--- config.mk ---
export PLATFORM = sky130hd
export DESIGN_NAME = inference_batch_scheduler
export DESIGN_NICKNAME = d
export VERILOG_FILES = /design/src/rtl/ibs_pkg.sv /design/src/rtl/inference_batch_scheduler.sv /design/src/rtl/ibs_cfg.sv
export SDC_FILE = /design/constraint.sdc
export NUM_CORES = 2
export LEC_CHECK = 0
export BUFFER_PORTS_ARGS = -buffer_cell sky130_fd_sc_hd__buf_2
export CAP_MARGIN = 25
export CORE_UTILIZATION = 57
export DETAILED_ROUTE_END_ITERATION = 6
export GPL_TIMING_DRIVEN = 0
export HOLD_SLACK_MARGIN = 0.02
export PLACE_DENSITY = 0.76
export SLEW_MARGIN = 25
export SYNTH_ARGS = -nofsm -noshare
export SYNTH_HDL_FRONTEND = slang
export SYNTH_HIERARCHICAL = 1
export SYNTH_SLANG_ARGS = --single-unit
--- constraint.sdc ---
create_clock -name clk -period 4.1 [get_ports clk]
set_clock_uncertainty 0.15 [all_clocks]
set_input_delay 0.41 -clock clk [delete_from_list [all_inputs] [get_ports clk]]
set_output_delay 0.41 -clock clk [all_outputs]
set_load 0.1 [all_outputs]
--- src/rtl/ibs_pkg.sv ---
// Package with shared constants, types and codes for the inference batch scheduler.
package ibs_pkg;

  localparam int WAIT_DEPTH = 64;
  localparam int RUN_DEPTH  = 32;
  localparam int MAX_RESULTS = 32;
  localparam int WAW = $clog2(WAIT_DEPTH);
  localparam int RAW = $clog2(RUN_DEPTH);
  localparam int NREGS = 6;
  localparam int PAW = 5;

  typedef enum logic [1:0] {
    OP_ENQ_WAIT = 2'd0,
    OP_ENQ_RUN  = 2'd1,
    OP_STEP     = 2'd2,
    OP_NONE     = 2'd3
  } opcode_t;

  typedef enum logic [1:0] {
    RK_ACK      = 2'd0,
    RK_SELECT   = 2'd1,
    RK_NOTHING  = 2'd2,
    RK_UNUSED   = 2'd3
  } result_kind_t;

  localparam logic [2:0] KIND_EMBED = 3'd4;

  localparam logic [1:0] POL_CONT    = 2'd0;
  localparam logic [1:0] POL_REQUEST = 2'd1;
  localparam logic [1:0] POL_SINGLE  = 2'd2;

  localparam logic [2:0] REG_POLICY      = 3'd0;
  localparam logic [2:0] REG_MAX_RUNNING = 3'd1;
  localparam logic [2:0] REG_EMBED_MIX   = 3'd2;
  localparam logic [2:0] REG_MAX_EMBED   = 3'd3;
  localparam logic [2:0] REG_PREFILL_1ST = 3'd4;
  localparam logic [2:0] REG_MAX_TOKENS  = 3'd5;

  typedef struct packed {
    logic [15:0] tok;
    logic [2:0]  kind;
    logic [7:0]  id;
  } rec_t;

  typedef struct packed {
    logic [1:0]  adm_policy;
    logic [5:0]  max_running;
    logic        embed_with_prefill;
    logic [5:0]  max_embed_images;
    logic        prefill_first;
    logic [15:0] max_fill_tokens;
  } cfg_t;

endpackage

--- src/rtl/inference_batch_scheduler.sv ---
// Top level of the inference batch scheduler: queues, step sequencer and result port.
//
// Requests are taken when start is high and busy is low. An enqueue (to the waiting
// FIFO or to the running list) does not raise busy, and its acknowledge appears on
// the result port in the next cycle. A step request keeps busy high while a small
// sequencer works through the running list with one read port: each admitted record
// is read in S_ADM_RD and written in S_ADM_WR, then the list is walked four times
// (other/empty stages, embed stages, and the two fill groups) with an S_RD and an
// S_PROC state per record, and S_FIN gives the final result. Results appear one per
// cycle at most, each for exactly one cycle under result_valid, and cannot be held
// off by the receiver; last marks the final result of a request. Records that are
// not selected are copied into the other half of a double-banked running store, so
// their order within each pass is kept without a separate copy pass. Configuration
// registers may be written only while busy is low and no result is still due.
module inference_batch_scheduler (
  input  logic                    clk,
  input  logic                    rst,
  input  logic                    start,
  output logic                    busy,
  input  logic [1:0]              opcode,
  input  logic [7:0]              seq_id,
  input  logic [2:0]              stage_kind,
  input  logic [15:0]             token_count,
  output logic                    result_valid,
  output logic [1:0]              result_kind,
  output logic [7:0]              out_seq_id,
  output logic [2:0]              out_stage_kind,
  output logic                    dropped,
  output logic                    last,
  input  logic                    psel,
  input  logic                    penable,
  input  logic                    pwrite,
  input  logic [ibs_pkg::PAW-1:0] paddr,
  input  logic [31:0]             pwdata,
  output logic [31:0]             prdata,
  output logic                    pready
);
  import ibs_pkg::*;

  typedef enum logic [5:0] {
    S_IDLE   = 6'b000001,
    S_ADM_RD = 6'b000010,
    S_ADM_WR = 6'b000100,
    S_RD     = 6'b001000,
    S_PROC   = 6'b010000,
    S_FIN    = 6'b100000
  } state_t;

  cfg_t cfg;

  ibs_cfg u_cfg (
    .clk(clk), .rst(rst), .psel(psel), .penable(penable), .pwrite(pwrite),
    .paddr(paddr), .pwdata(pwdata), .prdata(prdata), .pready(pready), .cfg(cfg)
  );

  state_t state;

  // Waiting FIFO.
  rec_t           wait_mem [WAIT_DEPTH];
  rec_t           wait_rd;
  logic [WAW-1:0] wait_head;
  logic [WAW:0]   wait_count;

  // Running list, two banks; cur_bank holds the live list.
  rec_t           run_mem [2*RUN_DEPTH];
  rec_t           run_rd;
  logic           cur_bank;
  logic [RAW:0]   run_count;
  logic           run_we;
  logic [RAW:0]   run_waddr;
  rec_t           run_wdata;

  // Step bookkeeping.
  logic [RAW:0]   idx;
  logic [1:0]     pass;
  logic [RAW:0]   keep_count;
  logic [5:0]     nres;
  logic [5:0]     imgs;
  logic [15:0]    spent;
  logic           has_pre;
  logic           adm_en;
  logic           pend_valid;
  logic [7:0]     pend_id;
  logic [2:0]     pend_kind;

  rec_t           in_rec;
  logic           accept;
  logic [RAW:0]   limit;
  logic           adm_go;
  logic           is_fill;
  logic           is_pre;
  logic           want_pre;
  logic           match;
  logic           sel;
  logic [16:0]    spent_sum;

  assign busy   = (state != S_IDLE);
  assign accept = start && !busy;
  assign in_rec = '{tok: token_count, kind: stage_kind, id: seq_id};

  assign limit = (cfg.max_running > 6'(RUN_DEPTH)) ? (RAW+1)'(RUN_DEPTH)
                                                   : (RAW+1)'(cfg.max_running);
  assign adm_go = adm_en && (wait_count != '0) &&
                  ((cfg.adm_policy == POL_SINGLE) || (run_count < limit));

  // Classification of the record read back from the running list.
  assign is_fill  = (run_rd.kind >= 3'd1) && (run_rd.kind <= 3'd3);
  assign is_pre   = is_fill && (run_rd.tok != 16'd1);
  assign want_pre = (pass == 2'd2) == cfg.prefill_first;
  assign spent_sum = {1'b0, spent} + {1'b0, run_rd.tok};

  always_comb begin
    match = 1'b0;
    sel   = 1'b0;
    case (pass)
      2'd0: begin
        match = !is_fill && (run_rd.kind != KIND_EMBED);
        sel   = nres < 6'(MAX_RESULTS);
      end
      2'd1: begin
        match = (run_rd.kind == KIND_EMBED);
        sel   = !(has_pre && !cfg.embed_with_prefill) &&
                (imgs < cfg.max_embed_images) && (nres < 6'(MAX_RESULTS));
      end
      default: begin
        match = is_fill && (is_pre == want_pre);
        sel   = (spent < cfg.max_fill_tokens) && (nres < 6'(MAX_RESULTS));
      end
    endcase
  end

  // Running store write port: enqueue, admission, or keep into the other bank.
  always_comb begin
    run_we    = 1'b0;
    run_waddr = {cur_bank, run_count[RAW-1:0]};
    run_wdata = in_rec;
    if (accept && (opcode == OP_ENQ_RUN) && (run_count != (RAW+1)'(RUN_DEPTH))) begin
      run_we = 1'b1;
    end else if (state == S_ADM_WR) begin
      run_we    = 1'b1;
      run_wdata = wait_rd;
    end else if ((state == S_PROC) && match && !sel) begin
      run_we    = 1'b1;
      run_waddr = {!cur_bank, keep_count[RAW-1:0]};
      run_wdata = run_rd;
    end
  end

  always_ff @(posedge clk) begin
    if (run_we) begin
      run_mem[run_waddr] <= run_wdata;
    end
    run_rd <= run_mem[{cur_bank, idx[RAW-1:0]}];
  end

  always_ff @(posedge clk) begin
    if (accept && (opcode == OP_ENQ_WAIT) && (wait_count != (WAW+1)'(WAIT_DEPTH))) begin
      wait_mem[wait_head + wait_count[WAW-1:0]] <= in_rec;
    end
    wait_rd <= wait_mem[wait_head];
  end

  // Sequencer and result port.
  always_ff @(posedge clk) begin
    if (rst) begin
      state        <= S_IDLE;
      wait_head    <= '0;
      wait_count   <= '0;
      run_count    <= '0;
      cur_bank     <= 1'b0;
      result_valid <= 1'b0;
      pend_valid   <= 1'b0;
      idx          <= '0;
      pass         <= '0;
      keep_count   <= '0;
      nres         <= '0;
      imgs         <= '0;
      spent        <= '0;
      has_pre      <= 1'b0;
      adm_en       <= 1'b0;
    end else begin
      result_valid <= 1'b0;
      case (state)
        S_IDLE: begin
          if (accept) begin
            case (opcode)
              OP_ENQ_WAIT: begin
                result_valid   <= 1'b1;
                result_kind    <= RK_ACK;
                out_seq_id     <= seq_id;
                out_stage_kind <= stage_kind;
                last           <= 1'b1;
                if (wait_count == (WAW+1)'(WAIT_DEPTH)) begin
                  dropped <= 1'b1;
                end else begin
                  dropped    <= 1'b0;
                  wait_count <= wait_count + 1'b1;
                end
              end
              OP_ENQ_RUN: begin
                result_valid   <= 1'b1;
                result_kind    <= RK_ACK;
                out_seq_id     <= seq_id;
                out_stage_kind <= stage_kind;
                last           <= 1'b1;
                if (run_count == (RAW+1)'(RUN_DEPTH)) begin
                  dropped <= 1'b1;
                end else begin
                  dropped   <= 1'b0;
                  run_count <= run_count + 1'b1;
                end
              end
              OP_STEP: begin
                adm_en <= (cfg.adm_policy == POL_CONT) ||
                          (((cfg.adm_policy == POL_REQUEST) ||
                            (cfg.adm_policy == POL_SINGLE)) && (run_count == '0));
                idx        <= '0;
                pass       <= '0;
                keep_count <= '0;
                nres       <= '0;
                imgs       <= '0;
                spent      <= '0;
                has_pre    <= 1'b0;
                pend_valid <= 1'b0;
                state      <= S_ADM_RD;
              end
              default: ;
            endcase
          end
        end
        S_ADM_RD: begin
          // The head record is read this cycle and, if it is admitted, written next cycle.
          state <= adm_go ? S_ADM_WR : S_RD;
        end
        S_ADM_WR: begin
          run_count  <= run_count + 1'b1;
          wait_head  <= wait_head + 1'b1;
          wait_count <= wait_count - 1'b1;
          if (cfg.adm_policy == POL_SINGLE) begin
            adm_en <= 1'b0;
          end
          state <= S_ADM_RD;
        end
        S_RD: begin
          if (idx == run_count) begin
            idx <= '0;
            if (pass == 2'd3) begin
              state <= S_FIN;
            end else begin
              pass <= pass + 1'b1;
            end
          end else begin
            state <= S_PROC;
          end
        end
        S_PROC: begin
          if ((pass == 2'd0) && is_pre) begin
            has_pre <= 1'b1;
          end
          if (match) begin
            if (sel) begin
              if (pend_valid) begin
                result_valid   <= 1'b1;
                result_kind    <= RK_SELECT;
                out_seq_id     <= pend_id;
                out_stage_kind <= pend_kind;
                dropped        <= 1'b0;
                last           <= 1'b0;
              end
              pend_valid <= 1'b1;
              pend_id    <= run_rd.id;
              pend_kind  <= run_rd.kind;
              nres       <= nres + 1'b1;
              if (pass == 2'd1) begin
                imgs <= imgs + 1'b1;
              end
            end else begin
              keep_count <= keep_count + 1'b1;
            end
            if (pass[1]) begin
              spent <= spent_sum[16] ? 16'hFFFF : spent_sum[15:0];
            end
          end
          idx   <= idx + 1'b1;
          state <= S_RD;
        end
        S_FIN: begin
          result_valid <= 1'b1;
          dropped      <= 1'b0;
          last         <= 1'b1;
          if (pend_valid) begin
            result_kind    <= RK_SELECT;
            out_seq_id     <= pend_id;
            out_stage_kind <= pend_kind;
          end else begin
            result_kind    <= RK_NOTHING;
            out_seq_id     <= 8'd0;
            out_stage_kind <= 3'd0;
          end
          pend_valid <= 1'b0;
          run_count  <= keep_count;
          cur_bank   <= !cur_bank;
          state      <= S_IDLE;
        end
        default: state <= S_IDLE;
      endcase
    end
  end

endmodule

--- src/rtl/ibs_cfg.sv ---
// Configuration register bank with its APB-style access port.
module ibs_cfg (
  input  logic                 clk,
  input  logic                 rst,
  input  logic                 psel,
  input  logic                 penable,
  input  logic                 pwrite,
  input  logic [ibs_pkg::PAW-1:0] paddr,
  input  logic [31:0]          pwdata,
  output logic [31:0]          prdata,
  output logic                 pready,
  output ibs_pkg::cfg_t        cfg
);
  import ibs_pkg::*;

  logic [2:0] reg_index;

  assign reg_index = paddr[PAW-1:2];
  assign pready = 1'b1;

  always_ff @(posedge clk) begin
    if (rst) begin
      cfg.adm_policy         <= POL_CONT;
      cfg.max_running        <= 6'd8;
      cfg.embed_with_prefill <= 1'b0;
      cfg.max_embed_images   <= 6'd4;
      cfg.prefill_first      <= 1'b1;
      cfg.max_fill_tokens    <= 16'd2048;
    end else if (psel && penable && pwrite) begin
      case (reg_index)
        REG_POLICY:      cfg.adm_policy         <= pwdata[1:0];
        REG_MAX_RUNNING: cfg.max_running        <= pwdata[5:0];
        REG_EMBED_MIX:   cfg.embed_with_prefill <= pwdata[0];
        REG_MAX_EMBED:   cfg.max_embed_images   <= pwdata[5:0];
        REG_PREFILL_1ST: cfg.prefill_first      <= pwdata[0];
        REG_MAX_TOKENS:  cfg.max_fill_tokens    <= pwdata[15:0];
        default: ;
      endcase
    end
  end

  always_comb begin
    prdata = 32'd0;
    case (reg_index)
      REG_POLICY:      prdata = {30'd0, cfg.adm_policy};
      REG_MAX_RUNNING: prdata = {26'd0, cfg.max_running};
      REG_EMBED_MIX:   prdata = {31'd0, cfg.embed_with_prefill};
      REG_MAX_EMBED:   prdata = {26'd0, cfg.max_embed_images};
      REG_PREFILL_1ST: prdata = {31'd0, cfg.prefill_first};
      REG_MAX_TOKENS:  prdata = {16'd0, cfg.max_fill_tokens};
      default:         prdata = 32'd0;
    endcase
  end

endmodule
==> run summary <==
Status: complete, but fails checks
Violated checks: DRC, capacitance limit, slew limit, setup timing
Kind of end point of the critical path: flip-flop
Starting Density: 57.3%
# IOs: 122
Layout area overhead: 18.4%
Yosys reg bits: 3640
Count of input and output buffers: 85
Synth Flop Type: edfxtp_1
Worst slew pin tran: 1.68 ns
Layout cells sized above 1: 35.0%
Tot GR Track Use: 36.8%
Final hold viol count: 0
Final setup viols: 1299
Dpl cells: 9559
Largest net degree at the start of global routing: 67
Antenna violations before repair: 94
Post-Syn Area: 141000 um2
Vias per inst: 7.71
Worst path required time: 4.59 ns
Place WS: -0.731 ns
TritonCTS clock tree: built
Iter 0 DRT Violations: 17600
Relative slew slack: -13.3%
Post-route DRC: 343
Syn_area_per_cell: 23.2 um2
Detailed-router iteration count before antenna repair: 7
Clock buffer depth: 4
Critical Path AT: 5.03 ns
Post-layout nets: 7153
Area contributors post-synth: edfxtp_1, mux4_2, dfxtp_1, ha_1, nor2_1
Max-cap viol count: 1
Num CTS Buffers: 364
Core Rows: 182
Post-synthesis sequential area ratio: 76.4%
Slew Limit Fails: 3
Final period util: 111%
Hold WC Path Type: in2reg
Unrepaired setup endpoints after global routing: yes
Critical path type: reg2reg
Mapped Cells: 6077
Power Dens Cells: 461 nW/um2
Minimum clock period: 4.54 ns
Post-layout util: 67.8%
Crit Path Max Fanout: 18
Clk_lat worst skew: 1.03 ns
CTS sink count: 3640
Post-synth top area cell: edfxtp_1
Area of the core: 246000 um2
FMAX: 220 MHz
Area of the die: 249000 um2
Yosys top cell area share: 74.2%
Final antenna-violating net count: 0
H-tree depth: 5
Tot Pwr: 76.9 mW
Setup_tns: -185.06 ns
Detailed-route via count: 81400
Worst-case vdd ir drop: 0.494 mV
Die Ht: 499 um
Post-synth EDFFs: 3482
HPWL Detailed: 249 mm
GP Congestion: 0.910
GRT Residual Overflow: 0
Vias in the first global route: 76200
Distinct cells, synth: 81
Die width: 499 um
Wire per inst: 46.2 um
PnR worst setup slack: -0.438 ns
Synth Warn #: 6
Non-Filler Instances: 10600
Asr flop ratio synth: 0%
Standby leakage power: 51.7 nW
Startpoint class of the critical path: flip-flop
First-pass GRT wire length: 624 mm
Clk pin slew, worst setup/hold paths: 0.06 ns
Clock root cell: clkbuf_16
Total Routed Length: 488 mm
==> layout by cell type, fill, tap and decap left out, types with 64 or more instances in the layout <==
master         netlist  layout
mux4_2            1135    1135
edfxtp_1          3482    3482
clkbuf_16            0     369
buf_2               82     138
buf_12               0     130
dfxtp_1            158     158
clkbuf_2             0      81
ha_1                64      64
buf_16               0     119
dlygate4sd3_1        0      70
buf_4               25     189
nor2_4               1     129
nor2_1             208      77
clkbuf_1           172     185
==> final cells by class <==
type / count / area (um2)
Sequential cell: 3640 / 108000
Fill cell: 13500 / 79100
Multi-Input combinational cell: 2073 / 33300
Clock buffer: 456 / 9710
Timing Repair Buffer: 554 / 8280
Tap cell: 3220 / 4030
Clock inverter: 182 / 1860
Buffer: 324 / 1620
Inverter: 57 / 214
Antenna cell: 54 / 135
==> cell usage after synthesis, types with 8 or more instances <==
cell type,number
o2111ai_1,9
o21a_1,9
nand2b_1,48
ha_1,64
a22oi_1,30
nor4_1,8
xnor2_1,25
a211oi_1,10
a22o_1,23
o21ai_0,21
buf_2,82
nor2_1,208
edfxtp_1,3482
a21o_1,12
nand3_1,63
nor2b_1,13
buf_1,42
nor3_1,18
nand2_1,92
clkbuf_1,172
mux4_2,1135
or3_1,10
inv_1,56
and2_1,8
xor2_1,16
nand4_1,11
buf_4,25
a21oi_1,43
dfxtp_1,158
mux2i_1,46
and3_1,18
==> final timing paths <==
path | start | to | slack, ns | depth (start not counted)
setup / recovery | wait_head[1] | wait_mem[51][8] | -0.44 | 9
hold / removal | pwdata[8] | u_cfg/cfg[8] | 0.11 | 4
setup reg to reg | wait_head[1] | wait_mem[51][8] | -0.44 | 9
hold reg to reg | u_cfg/cfg[30] | u_cfg/cfg[30] | 0.35 | 2
==> per-layer routing <==
layer	global-route usage, %	share of wire [%]
met1	45.4	29
met2	55.2	44
met3	13.4	17
met4	23.6	9.4
met5	0.984	0.20
==> critical path: stages, from the launching register on <==
cell,delay [ns]
dfxtp_1,0.49
ha_1,0.29
a21o_1,0.18
a21oi_1,0.43
o21bai_1,0.19
a21oi_1,0.37
xor2_1,0.49
nand2_1,0.66
nor2_4,0.66
buf_16,0.26
==> through the flow <==
step / hold WS [ns] / instance area [um2]
6_report: 0.114 / 167000
5_1_grt: 0.120 / 167000
4_1_cts: 0.0997 / 165000
3_5_place_dp: 0.299 / 151000
3_3_place_gp: 0.284 / 145000
2_1_floorplan: 0.259 / 141000
==> where the power goes <==
group | switching [mW] | total [mW] | internal (mW)
sequential | 0.108 | 40.9 | 40.8
clock | 15.2 | 34.2 | 19.0
combinational | 1.43 | 1.82 | 0.382
total | 16.7 | 76.9 | 60.1
==> sequential cells by signal (all words and copies together), names as in the netlist, 8 cells and up <==
register,count
u_cfg/cfg,32
wait_rd,27
wait_mem,1728
run_rd,27
run_mem,1728
spent,16
out_seq_id,8
pend_id,8
==> cell families (layout without fill, tap and decap cells) <==
| group | after synthesis | after routing | synth area share [%] |
|---|---|---|---|
| buffers and inverters | 381 | 1573 | 1.17 |
| AOI/OAI and AO/OA | 233 | 233 | 1.26 |
| muxes | 1184 | 1184 | 18.5 |
| xor gates and xnor gates | 41 | 41 | 0.255 |
| and+or+nand+nor | 529 | 531 | 1.80 |
| DFF | 3640 | 3640 | 76.4 |
| other | 2 | 71 | 0.00533 |
| adders and majority gates | 67 | 67 | 0.611 |
==> what timing repair did <==
item                                   in CTS  in global routing
setup buffers                             101                132
setup endpoints to repair                4659               4044
gates cloned                                1                  1
resized for setup                          58                 78
hold buffers                               67                  3
pin swaps                                  63                 62
endpoints found under the hold margin    1571                192
Power figures use the tool's default switching activity.
